$ cat config.mk
export PLATFORM = sky130hd
export DESIGN_NAME = cuhi_ram
export DESIGN_NICKNAME = d
export VERILOG_FILES = /design/src/hw/rtl/cuhi_ram.sv
export SDC_FILE = /design/constraint.sdc
export NUM_CORES = 2
export LEC_CHECK = 0
export BUFFER_PORTS_ARGS = -buffer_cell sky130_fd_sc_hd__buf_2
export CAP_MARGIN = 20
export CORE_AREA = 2 2 421 423
export DETAILED_ROUTE_END_ITERATION = 8
export DIE_AREA = 0 0 423 425
export GPL_ROUTABILITY_DRIVEN = 0
export SYNTH_ARGS = -nofsm -noshare
export SYNTH_HDL_FRONTEND = slang
export SYNTH_SLANG_ARGS = --single-unit
$ cat constraint.sdc
create_clock -name clk -period 8.8 [get_ports clk]
set_input_delay 0.44 -clock clk [delete_from_list [all_inputs] [get_ports clk]]
set_output_delay 0.44 -clock clk [all_outputs]
set_load 0.01 [all_outputs]
$ cat src/hw/rtl/cuhi_ram.sv
// generic single write port ram with registered read
`timescale 1ns / 1ps
module cuhi_ram #(
    parameter int WIDTH = 32,
    parameter int DEPTH = 64
) (
    input  logic                     clk,
    input  logic                     we,
    input  logic [$clog2(DEPTH)-1:0] waddr,
    input  logic [WIDTH-1:0]         wdata,
    input  logic [$clog2(DEPTH)-1:0] raddr,
    output logic [WIDTH-1:0]         rdata
);
    logic [WIDTH-1:0] mem [DEPTH];

    always_ff @(posedge clk)
    begin
        if (we)
        begin
            mem[waddr] <= wdata;
        end
        rdata <= mem[raddr];
    end
endmodule

# ---- Yosys cells after proc, flatten, opt, wreduce, memory -nomap -nowiden
# Memories as Yosys holds them, arrays and structs flattened. A register that Yosys moved wholly into a read port is not among the register bits.
# Cells that the tools add are included.
# Widths: inputs -> output; s select.
dict set report classes {
  muxes 2
}
# cell n
set op_table {}
lappend op_table {{$mux 1} 2}
dict set report word_totals {
  ff_bits 0
  wordCells 3
  out_inout_bits 32
  in_bits 46
  ramBits 2048
  mem_count 1
}
# name words width read_ports rd_ports_with_merged_regs wr line
set memory_table {}
lappend memory_table {mem 64 32 1 1 1 14} ;# logic [WIDTH-1:0] mem [DEPTH];

# ---- Logic depth before layout (Yosys ltp)
dict set report depth {
  ltp_word 2
  mapped_depth 10
  mapped_depth_nobuf 5
}

# ---- Least setup slack after synthesis
# OpenSTA, ideal clock, no wires.
dict set report synth_path {
  kind {input -> register}
  start {input waddr[3]}
  end {memory mem[48][0] (enable)}
  n_path_buf 1
  path_slack_ps 5200
  required_ps 8339
  t_arrival_ps 3139
  setup_ps 461
  stages 4
  path_cell_list {clkbuf_1 -> nor2b_1 -> nand4b_1 -> nor3_1}
}
# element line
set synth_lines {}
lappend synth_lines {{from (decl)} 9} ;# input logic [$clog2(DEPTH)-1:0] waddr,
lappend synth_lines {{to (decl)} 14}
# Straight into the memory's write port.

==> parameters.txt <==
Parameter                              Value

Routing
  DRC violation count after routing ... 0
  Uppermost routed layer ... met5
  DR WL met2 ... approximately 100,000 µm
  Drt pass-1 iters ... 5
  Final wirelength ... approximately 200,000 µm
  Routed wire length per instance ... ~33 µm
  M1 WL ... 83,700 µm
  Met3 wire length ... ~14,000 µm
  Via/cell ratio ... 6.06
  Routed Antenna Nets ... 0
  DR iter-0 viols ... 4,580
  Vias ... between 30,000 and 40,000

Setup path
  Cells traversed along the worst timing path ... buf_8 -> buf_4 -> buf_12 -> mux4_2 -> mux4_2 -> o22ai_1 -> nor2_1
  Cells on worst reg2reg path ... 5
  Logic depth of the worst path, buffers included ... 7
  Delay-heaviest family, CP ... buffers and inverters
  Kind of critical path ... in -> reg
  Required time at the worst-slack endpoint ... 9.46 ns
  Max FO, Critical Path ... between 100 and 150
  Kind of capture point of the worst setup path ... register
  Critical Path Slowest Stage Cell ... buf_4
  CP dominant cell by count ... mux4_2
  Startpoint Class ... primary input
  Arr. time, crit path ... 4.08 ns
  Max incr delay on CP ... 0.65 ns
  CP Buf/Inv Count ... 3

Floorplanning
  Die extent in y ... about 430 µm
  Width of the die ... between 400 and 500 µm
  Cell row count ... about 150
  Placeable Area ... between 150,000 and 200,000 µm²
  Io pins ... 78
  Starting Density ... 0.448
  Area enclosed by the die boundary ... ~180,000 µm²

Timing
  Final Hold Violating Endpoints ... 0
  Clock period minus final worst setup slack ... 3.42 ns
  Maximum frequency from static timing analysis ... ~300 MHz
  Worst Max-Slew Pin Slew ... about 1.1 ns
  Post-route worst hold slack ... about 0.032 ns
  Number of pins exceeding their max-slew limit in the final report ... 0
  Setup Viol. Count Final ... 0
  Final sum of negative setup slack ... 0 ns
  Period Utilization, post-route ... 0.388
  Unrepaired setup endpoints after global routing ... no
  Max_slew headroom ... 0.238
  Post-Route Skew ... 0.0331 ns

Outcome
  Outcome ... complete, no violations

Logic synthesis
  Count of flip-flops with a built-in enable after synthesis ... around 2,000
  Fraction of synthesis flops using an asynchronous set or reset pin ... 0
  Most used DFF post-synth ... edfxtp_1
  Cells taking the most area after synthesis ... edfxtp_1, mux4_2, mux2i_1, dfxtp_1, o22ai_1
  Proportion of synthesized area in mux cells ... 0.168
  Most area-hungry cell type in the Yosys netlist ... edfxtp_1
  Share of the yosys chip area belonging to registers ... 0.791
  Yosys Warn Count ... 0
  Fraction of synthesized cell area taken by the top area cell type ... 0.783
  Number of distinct standard cells referenced by the synthesized netlist ... 34
  Seq cells post-synth ... 2,080
  Adder and majority cell fraction of the synthesized area ... 0
  Dominant combinational cell family by area after synthesis ... multiplexers
  Cells after synthesis ... about 3,300
  Simple-Gate Fraction of Synth Area ... 0.0127
  Synth Area in XOR/XNOR ... 0
  Mapped Area ... 78,500 µm²
  Post-synthesis area per instance ... around 24 µm²
  Synth Net Count ... 3,370
  Compound-Gate Fraction of Synth Area ... 0.0167

GRT
  Gr ovfl total ... 0
  Largest net degree at the start of global routing ... between 100 and 150
  Global-route wire length before repair ... ~280,000 µm
  Initial antenna violation count ... 12
  Gr usage total ... 0.225
  Via count of the first global-routing pass ... roughly 37,000

Clock tree
  Number of buffers created by CTS ... around 210
  Max clock buf depth ... 3
  Worst-Skew Late Latency ... between 0.8 and 0.9 ns
  TritonCTS sink count ... ~2,100
  Clock root cell ... clkbuf_16
  Maximum level of the CTS H-tree ... 4
  TritonCTS clock tree ... done
  Number of instances resized during post-cts repair ... 0
  Clock transition at the registers of the reported paths ... around 0.060 ns

Finish
  Multi-input gate area ... between 15,000 and 20,000 µm²
  Utilization of the core after routing ... 0.510
  Fin cells ... about 6,000
  Layout area overhead ... 13.8%
  Combined flip-flop and latch cell area ... just over 60,000 µm²
  Fill cell count ... 13,600
  Number of nets in the layout ... between 3,000 and 4,000
  Fraction of final layout cells with drive strength greater than 1 ... 0.295

Hold path
  Hold Crit Class ... in -> reg
  WHS Path Cells ... 1

Placement
  # port buffers ... 77
  Total instance count after detailed placement ... roughly 5,700
  Placed wire-length estimate after detailed placement ... about 110,000 µm

Pwr
  Leakage power total ... approximately 28 nW
  Power density over cell area ... between 200 and 250 nW/µm²
  Max IR drop VDD ... ~0.17 mV

Job
  MaxCap Viol Count ... 0
sequential cells by signal (all words and copies together) (netlist names):
name   flops
mem     2048
rdata     32
repair_timing:
action / CTS / global route
endpoints found under the hold margin: 0 / 66
hold buffers: 0 / 10
setup buffers: 0 / 0
cell type report:
type / count / share of cell area
well taps: 2340 / 0.0328
flip-flops and latches: 2080 / 0.695
repair buffers: 214 / 0.0201
diodes: 6 / 0.000168
clock inverters: 79 / 0.00708
clock buffers: 307 / 0.0660
multi-input cells: 1062 / 0.179
stage by stage:
stage / area (µm²) / setup WS (ns) / power (mW)
6_report: 89400 / 5.38 / 20.5
5_1_grt: 89400 / 5.20 / 21.0
3_5_place_dp: 82400 / 4.52 / 12.2
3_3_place_gp: 82400 / 4.47 / 12.2
2_1_floorplan: 78500 / 5.20 / 11.7
4_1_cts: 88900 / 5.38 / 20.6
kinds of logic (layout without fill, tap and decap cells):
group / after synthesis / after routing
DFF: 2080 / 2080
buffers and inverters: 182 / 600
other: 0 / 6
AOI/OAI and AO/OA: 202 / 202
and+or+nand+nor: 223 / 223
muxes: 637 / 637
metal layers:
layer / GRT usage / vias to the layer above
li1: - / 14800
met1: 0.323 / 20200
met2: 0.367 / 1598
met3: 0.0323 / 272
met4: 0.0571 / 4
met5: 0 / -
report_power, final:
group / internal [mW] / leakage (nW) / switching (mW) / total (mW)
Clock: 4.81 / 3.20 / 3.66 / 8.47
Combinational: 0.376 / 5.80 / 0.621 / 0.997
Sequential: 11.0 / 18.7 / 0.0427 / 11.0
final timing paths:
path                 end  slack [ns]         from
max reg2reg    rdata[10]        6.33  mem[54][10]
max            rdata[21]        5.38     raddr[1]
min          mem[59][29]        0.03    wdata[29]
min reg2reg    rdata[17]        0.76  mem[12][17]
synth_stat cells (5+ instances only):
master       n
clkbuf_1    74
a311oi_1     8
nand3b_1     5
a22oi_1     12
nand2_1     26
buf_1       21
dfxtp_1     32
nor3_1       7
nand2b_1     8
mux2i_1     93
o22ai_1     84
o221ai_1    27
nor2b_1     15
buf_2       57
mux4_2     544
nor2_1     137
buf_4       25
a21oi_1     62
edfxtp_1  2048
nand3_1      5
buf_6        5
layout by cell type, fill, tap and decap left out, drive strengths merged, types with 8 or more instances in the layout:
master	instances
mux4	544
dlygate4sd3	10
a21oi	62
a22oi	12
o221ai	27
clkinv	64
dfxtp	32
buf	204
nand2b	8
nand2	26
a311oi	8
o22ai	84
clkbuf	307
edfxtp	2048
mux2i	93
nor2	137
nor2b	15
Power figures use the tool's default switching activity.
