**src/hw/rtl/cuhi_pkg.sv**
```systemverilog
// shared types and constants for the cubic hermite interpolator
`timescale 1ns / 1ps
package cuhi_pkg;

    typedef logic signed [31:0] q16_t;

    typedef struct packed {
        logic signed [31:0] value;
        logic               ready;
        logic               sat;
    } res_t;

    localparam logic [1:0] MODE_CLEAR  = 2'd0;
    localparam logic [1:0] MODE_APPEND = 2'd1;
    localparam logic [1:0] MODE_QUERY  = 2'd2;

    localparam int T_FRAC = 30;
    localparam int ACC_W  = 100;
    localparam int RND_SH = 46;

endpackage

```
**src/hw/rtl/cuhi_front.sv**
```systemverilog
// front end: accepts items, writes the knot table, queues queries
`timescale 1ns / 1ps
module cuhi_front #(
    parameter int MAX_KNOTS = 64
) (
    input  logic                             clk,
    input  logic                             rst_n,
    input  logic                             in_valid,
    output logic                             in_stall,
    input  logic [1:0]                       mode,
    input  cuhi_pkg::q16_t                   knot_position,
    input  cuhi_pkg::q16_t                   knot_value,
    input  cuhi_pkg::q16_t                   knot_slope,
    input  cuhi_pkg::q16_t                   query_position,
    input  logic                             back_busy,
    output logic                             tab_we,
    output logic [$clog2(MAX_KNOTS)-1:0]     tab_waddr,
    output cuhi_pkg::q16_t                   tab_pos,
    output logic [63:0]                      tab_vs,
    output logic                             qv,
    input  logic                             q_pop,
    output cuhi_pkg::q16_t                   q_pos,
    output logic [$clog2(MAX_KNOTS+1)-1:0]   q_count
);
    import cuhi_pkg::*;

    localparam int CW = $clog2(MAX_KNOTS + 1);
    localparam int IW = $clog2(MAX_KNOTS);

    logic [CW-1:0] count_reg;
    logic [CW-1:0] count_next;
    q16_t          qpos_reg [2];
    logic [CW-1:0] qcnt_reg [2];
    logic          wptr_reg, rptr_reg;
    logic [1:0]    fill_reg;
    logic [1:0]    fill_next;
    logic          is_tab, is_query, accept, push;

    assign is_tab   = (mode == MODE_CLEAR) || (mode == MODE_APPEND);
    assign is_query = (mode == MODE_QUERY);
    // table changes wait until every queued query has read the table
    assign in_stall = (is_tab && ((fill_reg != 2'd0) || back_busy))
                   || (is_query && (fill_reg == 2'd2));
    assign accept   = in_valid && !in_stall;
    assign push     = accept && is_query;

    assign tab_we    = accept && (mode == MODE_APPEND) && (count_reg < CW'(MAX_KNOTS));
    assign tab_waddr = count_reg[IW-1:0];
    assign tab_pos   = knot_position;
    assign tab_vs    = {knot_value, knot_slope};

    assign qv      = (fill_reg != 2'd0);
    assign q_pos   = qpos_reg[rptr_reg];
    assign q_count = qcnt_reg[rptr_reg];

    always_comb
    begin
        count_next = count_reg;
        if (accept && (mode == MODE_CLEAR))
        begin
            count_next = '0;
        end
        else if (tab_we)
        begin
            count_next = count_reg + CW'(1);
        end
        fill_next = fill_reg + 2'(push) - 2'(q_pop);
    end

    always_ff @(posedge clk or negedge rst_n)
    begin
        if (!rst_n)
        begin
            count_reg <= '0;
            fill_reg  <= '0;
            wptr_reg  <= 1'b0;
            rptr_reg  <= 1'b0;
        end
        else
        begin
            count_reg <= count_next;
            fill_reg  <= fill_next;
            if (push)
            begin
                wptr_reg <= !wptr_reg;
            end
            if (q_pop)
            begin
                rptr_reg <= !rptr_reg;
            end
        end
    end

    always_ff @(posedge clk)
    begin
        if (push)
        begin
            qpos_reg[wptr_reg] <= query_position;
            qcnt_reg[wptr_reg] <= count_reg;
        end
    end
endmodule

```
**config.mk**
```make
export PLATFORM = sky130hd
export DESIGN_NAME = cuhi_front
export DESIGN_NICKNAME = d
export VERILOG_FILES = /design/src/hw/rtl/cuhi_pkg.sv /design/src/hw/rtl/cuhi_front.sv
export SDC_FILE = /design/constraint.sdc
export NUM_CORES = 1
export LEC_CHECK = 0
export BUFFER_PORTS_ARGS = -buffer_cell sky130_fd_sc_hd__clkbuf_2
export CAP_MARGIN = 40
export CORE_AREA = 2 2 108 110
export CTS_BUF_LIST = sky130_fd_sc_hd__clkbuf_2 sky130_fd_sc_hd__clkbuf_4 sky130_fd_sc_hd__clkbuf_8
export CTS_CLUSTER_DIAMETER = 150
export CTS_CLUSTER_SIZE = 20
export DETAILED_ROUTE_END_ITERATION = 16
export DIE_AREA = 0 0 110 112
export PLACE_DENSITY = 0.82
export SLEW_MARGIN = 20
export SYNTH_ARGS = -nofsm -noshare
export SYNTH_HDL_FRONTEND = slang
export SYNTH_SLANG_ARGS = --single-unit
```
**constraint.sdc**
```tcl
create_clock -name clk -period 2.7 [get_ports clk]
set_input_delay 0 -clock clk [delete_from_list [all_inputs] [get_ports clk]]
set_output_delay 0 -clock clk [all_outputs]
set_load 0.005 [all_outputs]
```
== After elaboration in Yosys (flattened, before gate mapping) ==
Memory sizes are Yosys's and may differ from the RTL's.
Index checks and enable logic that the tools add are counted.
Widths: inputs -> output; s select.

* Reductions and logical operators: 16
* Mux-type cells: 4
* Div/mod/pow operators: 0
* Shifts and indexed selects: 0
* Order comparisons: 1
* Multipliers: 0
* Equality and inequality tests: 3
* Add/subtract/negate cells: 3
* Bitwise gates (word level): 0

{| class="wikitable"
|+ Operator list
! operator !! count
|-
| $mux 7 || 2
|-
| $add 7x1->7 const B || 1
|-
| $logic_and 1x1->1 || 7
|-
| $lt 7x7->1 const B || 1
|-
| $eq 2x2->1 const B || 2
|-
| $reduce_bool 2->1 || 2
|-
| $logic_not 1->1 || 3
|-
| $logic_or 1x1->1 || 3
|-
| $add 2x1->2 || 1
|-
| $eq 2x1->1 const B || 1
|-
| $logic_not 2->1 || 1
|-
| $mux 1 || 2
|-
| $sub 2x1->2 || 1
|}

* Bits in registers: 11
* Word-level logic and storage cells: 33
* RAM bits: 78
* Bits of input ports: 135
* Memories: 2
* Bits in latches: 0
* Memory bits (read-only): 0

{| class="wikitable"
|+ Memories
! memory !! depth !! bits a word !! rd ports !! clocked after Yosys merged registers in !! write ports !! line !! RTL
|-
| qpos_reg || 2 || 32 || 1 || 0 || 1 || cuhi_front.sv:32 || <nowiki>q16_t qpos_reg [2];</nowiki>
|-
| qcnt_reg || 2 || 7 || 1 || 0 || 1 || cuhi_front.sv:33 || <nowiki>logic [CW-1:0] qcnt_reg [2];</nowiki>
|}

== Depth between registers and ports, before layout ==
* Depth in word-level cells: 10
* Depth in mapped cells: 7

== Least setup slack after synthesis ==
Ideal clock, no wire load.

* Kind: reg2reg
* Start point: reg fill_reg[1]
* End point: mem qcnt_reg[0][0] (netlist bit), enable pin
* Path slack: -0.104 ns
* Clock period less this slack: 2.804 ns
* Stages on the path, launching flop included: 4
* Library setup time: 0.435 ns
* Path buffers: 0
* Required time: 2.265 ns
* Arrival: 2.368 ns
* Path through: dfrtp_1 > inv_1 > o2111ai_1 > nor2_1

* Longest elaborated chain between the ends: 9
* Elaborated cells between the ends (all ways): 11

{| class="wikitable"
|+ Ends and longest elaborated chain
! what !! line !! RTL
|-
| start: declaration || cuhi_front.sv:35 || <nowiki>logic [1:0] fill_reg;</nowiki>
|-
| start signal: assignment || cuhi_front.sv:82 || <nowiki>fill_reg <= fill_next;</nowiki>
|-
| $reduce_bool 2->1 || cuhi_front.sv:42 || <nowiki>assign in_stall = (is_tab && ((fill_reg != 2'd0) || back_busy))</nowiki>
|-
| $logic_or 1x1->1 || cuhi_front.sv:42 ||
|-
| $logic_and 1x1->1 || cuhi_front.sv:42 ||
|-
| $logic_or 1x1->1 * || cuhi_front.sv:43 || <nowiki>|| (is_query && (fill_reg == 2'd2));</nowiki>
|-
| $logic_not 1->1 * || cuhi_front.sv:44 || <nowiki>assign accept = in_valid && !in_stall;</nowiki>
|-
| $logic_and 1x1->1 * || cuhi_front.sv:44 ||
|-
| $logic_and 1x1->1 * || cuhi_front.sv:45 || <nowiki>assign push = accept && is_query;</nowiki>
|-
| $mux 1 * || cuhi_front.sv:96 || <nowiki>if (push)</nowiki>
|-
| $mux 1 (not written as such) * || cuhi_front.sv:99 || <nowiki>qcnt_reg[wptr_reg] <= count_reg;</nowiki>
|-
| end: declaration || cuhi_front.sv:33 ||
|}

Every way passes the cells marked *; elsewhere a longest branch is shown, timed or not.

== Worst setup path in the final report ==
* Start point: reg fill_reg[1]
* End point: reg fill_reg[1]

* Longest elaborated chain between the ends: 9
* Elaborated cells between the ends (all ways): 11

{| class="wikitable"
|+ Ends and longest elaborated chain
! what !! line !! RTL
|-
| $reduce_bool 2->1 || cuhi_front.sv:42 ||
|-
| $logic_or 1x1->1 || cuhi_front.sv:42 ||
|-
| $logic_and 1x1->1 || cuhi_front.sv:42 ||
|-
| $logic_or 1x1->1 || cuhi_front.sv:43 ||
|-
| $logic_not 1->1 || cuhi_front.sv:44 ||
|-
| $logic_and 1x1->1 || cuhi_front.sv:44 ||
|-
| $logic_and 1x1->1 || cuhi_front.sv:45 ||
|-
| $add 2x1->2 * || cuhi_front.sv:67 || <nowiki>fill_next = fill_reg + 2'(push) - 2'(q_pop);</nowiki>
|-
| $sub 2x1->2 * || cuhi_front.sv:67 ||
|-
| via fill_next[1] || cuhi_front.sv:36 || <nowiki>logic [1:0] fill_next;</nowiki>
|}

Mark *: on every way through the listed nets, which the timed path passes. The rest lies on a longest branch.
A chain may end at the register's enable or synchronous reset.

==> summary.txt <==
Timing
  – Max transition margin: 0.530
  – Final setup fails: 0
  – Final period utilization: 0.750
  – Final Max Slew Viols: 0
  – Worst-margin pin slew: 0.705 ns
  – Final Hold Viols: 0
  – Worst clock skew: 0.00699 ns
  – Unrepaired setup endpoints after global routing: false
  – Slack of the critical path: 0.675 ns
  – FMAX: 494 MHz
  – Final setup TNS: 0 ns
  – Final min period: 2.02 ns
  – Final hold slack: 0.0000102 ns

Route
  – Detailed Route WL: 12200 µm
  – Starting DRT DRC Count: 141
  – Via count: 2256
  – Avg WL per Cell: 26.1 µm
  – Post-DRT Antenna Nets: 0
  – Residual DRC: 0
  – Vias per inst: 4.82
  – First-pass DRT Iterations: 4

Finish
  – Fin cells: 468
  – Final instance area: 4650 µm²
  – Antenna Cells: 0
  – # fillers: 982
  – Highest-count cells in the layout ignoring fill and taps: clkbuf_2, edfxtp_1, mux2_2
  – Final Util: 0.416
  – Most common cell after layout, fill and taps aside: clkbuf_2
  – Area Growth Syn to Fin: 10.1%
  – # nets final: 458
  – Max reg flops: 64
  – Layout cells sized above 1: 0.449

Clock network
  – Clk_lat worst skew: 0.35 ns
  – CTS Root Cell: clkbuf_8
  – CTS tree: yes
  – Setup bufs post-CTS: 0
  – Sink Count: 89
  – Clock transition at path regs: 0.08 ns
  – Htree depth: 3
  – CTS max path bufs: 2
  – CTS Hold Bufs: 35
  – TritonCTS buffer count: 9
  – Post-cts resize count: 0

Worst hold path
  – Min-Delay Endpoint: tab_vs[16]
  – Hold Path Origin: knot_slope[16]
  – Depth of the worst hold-timing path: 0
  – Hold/Removal Path Class: in -> out

Setup path
  – R2r worst-path depth: 7
  – Worst EP required: 2.98 ns
  – Worst-path maximum fanout: 6
  – Reg-to-Reg End: fill_reg[1]$_DFF_PN0_
  – Worst Setup End Kind: flop
  – Critical Path AT: 2.31 ns
  – WS Path Type: reg -> reg
  – Critical Path Source Type: flop
  – RR Startpoint: fill_reg[1]$_DFF_PN0_
  – R2r setup slk: 0.68 ns

Synth
  – Post-synthesis cell count: 294
  – Register bit total from synthesis: 89
  – Register area share after synthesis: 0.620
  – Post-synth ARST share: 0.124
  – Area share of and/or/nand/nor cells after synthesis: 0.0370
  – Mux contribution to synthesized area: 0.104
  – Synth cell types: 34
  – Synthesized area: 4220 µm²
  – Top FF cell, synth: edfxtp_1
  – Main combinational cell family by area after synthesis: buffers and inverters
  – Post-synth EDFFs: 78
  – Syn_nets: 432
  – Post-synthesis adder-cell area fraction: 0.00889
  – Post-Synth XOR/XNOR Area: 0.00830
  – Mapped Avg Cell Area: 14.4 µm²
  – Ys Warns: 0
  – Compound-Gate Fraction of Synth Area: 0.0285

Global route
  – Largest net degree at the start of global routing: 40
  – First-pass GRT wire length: 16200 µm
  – Total grt overflow: 0
  – Vias in the first global route: 2316
  – GRT Util Overall: 0.194
  – Initial antenna violation count: 0

Run status
  – Status: complete, no violations

Placed design
  – GPL Wtd Cong: 0.844
  – Placed Cells incl. Taps: 417
  – Dpl cell area: 4090 µm²
  – # port buffers: 86
  – Post-DP HPWL: 9570 µm
  – Dpl ws: 0.703 ns

Die
  – Core Area: 11200 µm²
  – Rows: 39
  – Initial core utilization: 0.378
  – Die area: 12300 µm²
  – Chip width: 110 µm
  – Ports: 279
  – Die H: 112 µm

Power and ir drop
  – Cell Pwr Density: 809 nW/µm²
  – PnR Total Power: 3.76 mW
  – P_leak: 1.76 nW
  – Peak VDD IR: 0.000366 V

Job
  – Max-Cap Viols: 0
## metal layers
metal | wire, µm | share of wire | track usage | vias to the layer above
met5 | 116 | 0.0095 | 0.0756 | -
met4 | 182 | 0.015 | 0.0591 | 4
met3 | 3290 | 0.27 | 0.244 | 20
met2 | 5690 | 0.47 | 0.301 | 184
met1 | 2910 | 0.24 | 0.133 | 1046
li1 | - | - | - | 1002
## cells in the mapped netlist, types with 2 or more instances
cell	n	share of area
buf_1	3	0.0027
nand3b_1	3	0.0053
dfrtp_1	11	0.065
and4b_1	2	0.0047
clkbuf_1	3	0.0027
xnor2_1	3	0.0062
o21ai_0	7	0.0083
inv_1	6	0.0053
nand2_1	8	0.0071
ha_1	3	0.0089
buf_4	102	0.18
nor2_1	3	0.0027
edfxtp_1	78	0.55
nand3_1	2	0.0024
mux2_2	39	0.10
o221ai_1	3	0.0062
## critical path, cell delays in order (launching register included)
cell	delay (ns)
dfrtp_1	0.44
inv_1	0.06
o2111ai_1	0.60
ha_1	0.36
inv_1	0.06
ha_1	0.15
xnor2_1	0.15
xnor2_1	0.14
## worst max-delay path by stage
stage,start,to,depth (start not counted)
final,fill_reg[1]$_DFF_PN0_,fill_reg[1]$_DFF_PN0_,7
after global routing,fill_reg[1]$_DFF_PN0_,fill_reg[1]$_DFF_PN0_,7
after CTS,fill_reg[1]$_DFF_PN0_,fill_reg[1]$_DFF_PN0_,7
after detailed placement,fill_reg[1]$_DFF_PN0_,fill_reg[1]$_DFF_PN0_,7
after global placement,fill_reg[1]$_DFF_PN0_,fill_reg[1]$_DFF_PN0_,7
after floorplan,fill_reg[1]$_DFF_PN0_,qcnt_reg[0][0]$_DFFE_PP_,3
## power by group
group	total (mW)	internal [mW]	switching (mW)
clock	0.951	0.512	0.439
sequential	1.82	1.67	0.154
combinational	0.990	0.545	0.445
total	3.76	2.72	1.04
## layout make-up
cell class / instances / area (µm²) / share of cell area
Inverter: 6 / 22.5 / 0.00485
Timing Repair Buffer: 124 / 816 / 0.176
Clock inverter: 7 / 85.1 / 0.0183
Sequential cell: 89 / 2620 / 0.563
Tap cell: 143 / 179 / 0.0385
Multi-Input combinational cell: 90 / 803 / 0.173
Clock buffer: 9 / 124 / 0.0266
## cell families after synthesis
group,Yosys count
buffers and inverters,115
DFF,89
muxes,39
and+or+nand+nor,27
AOI/OAI and AO/OA,17
xor gates and xnor gates,4
adders and majority gates,3
(Power assumes the default switching activity.)
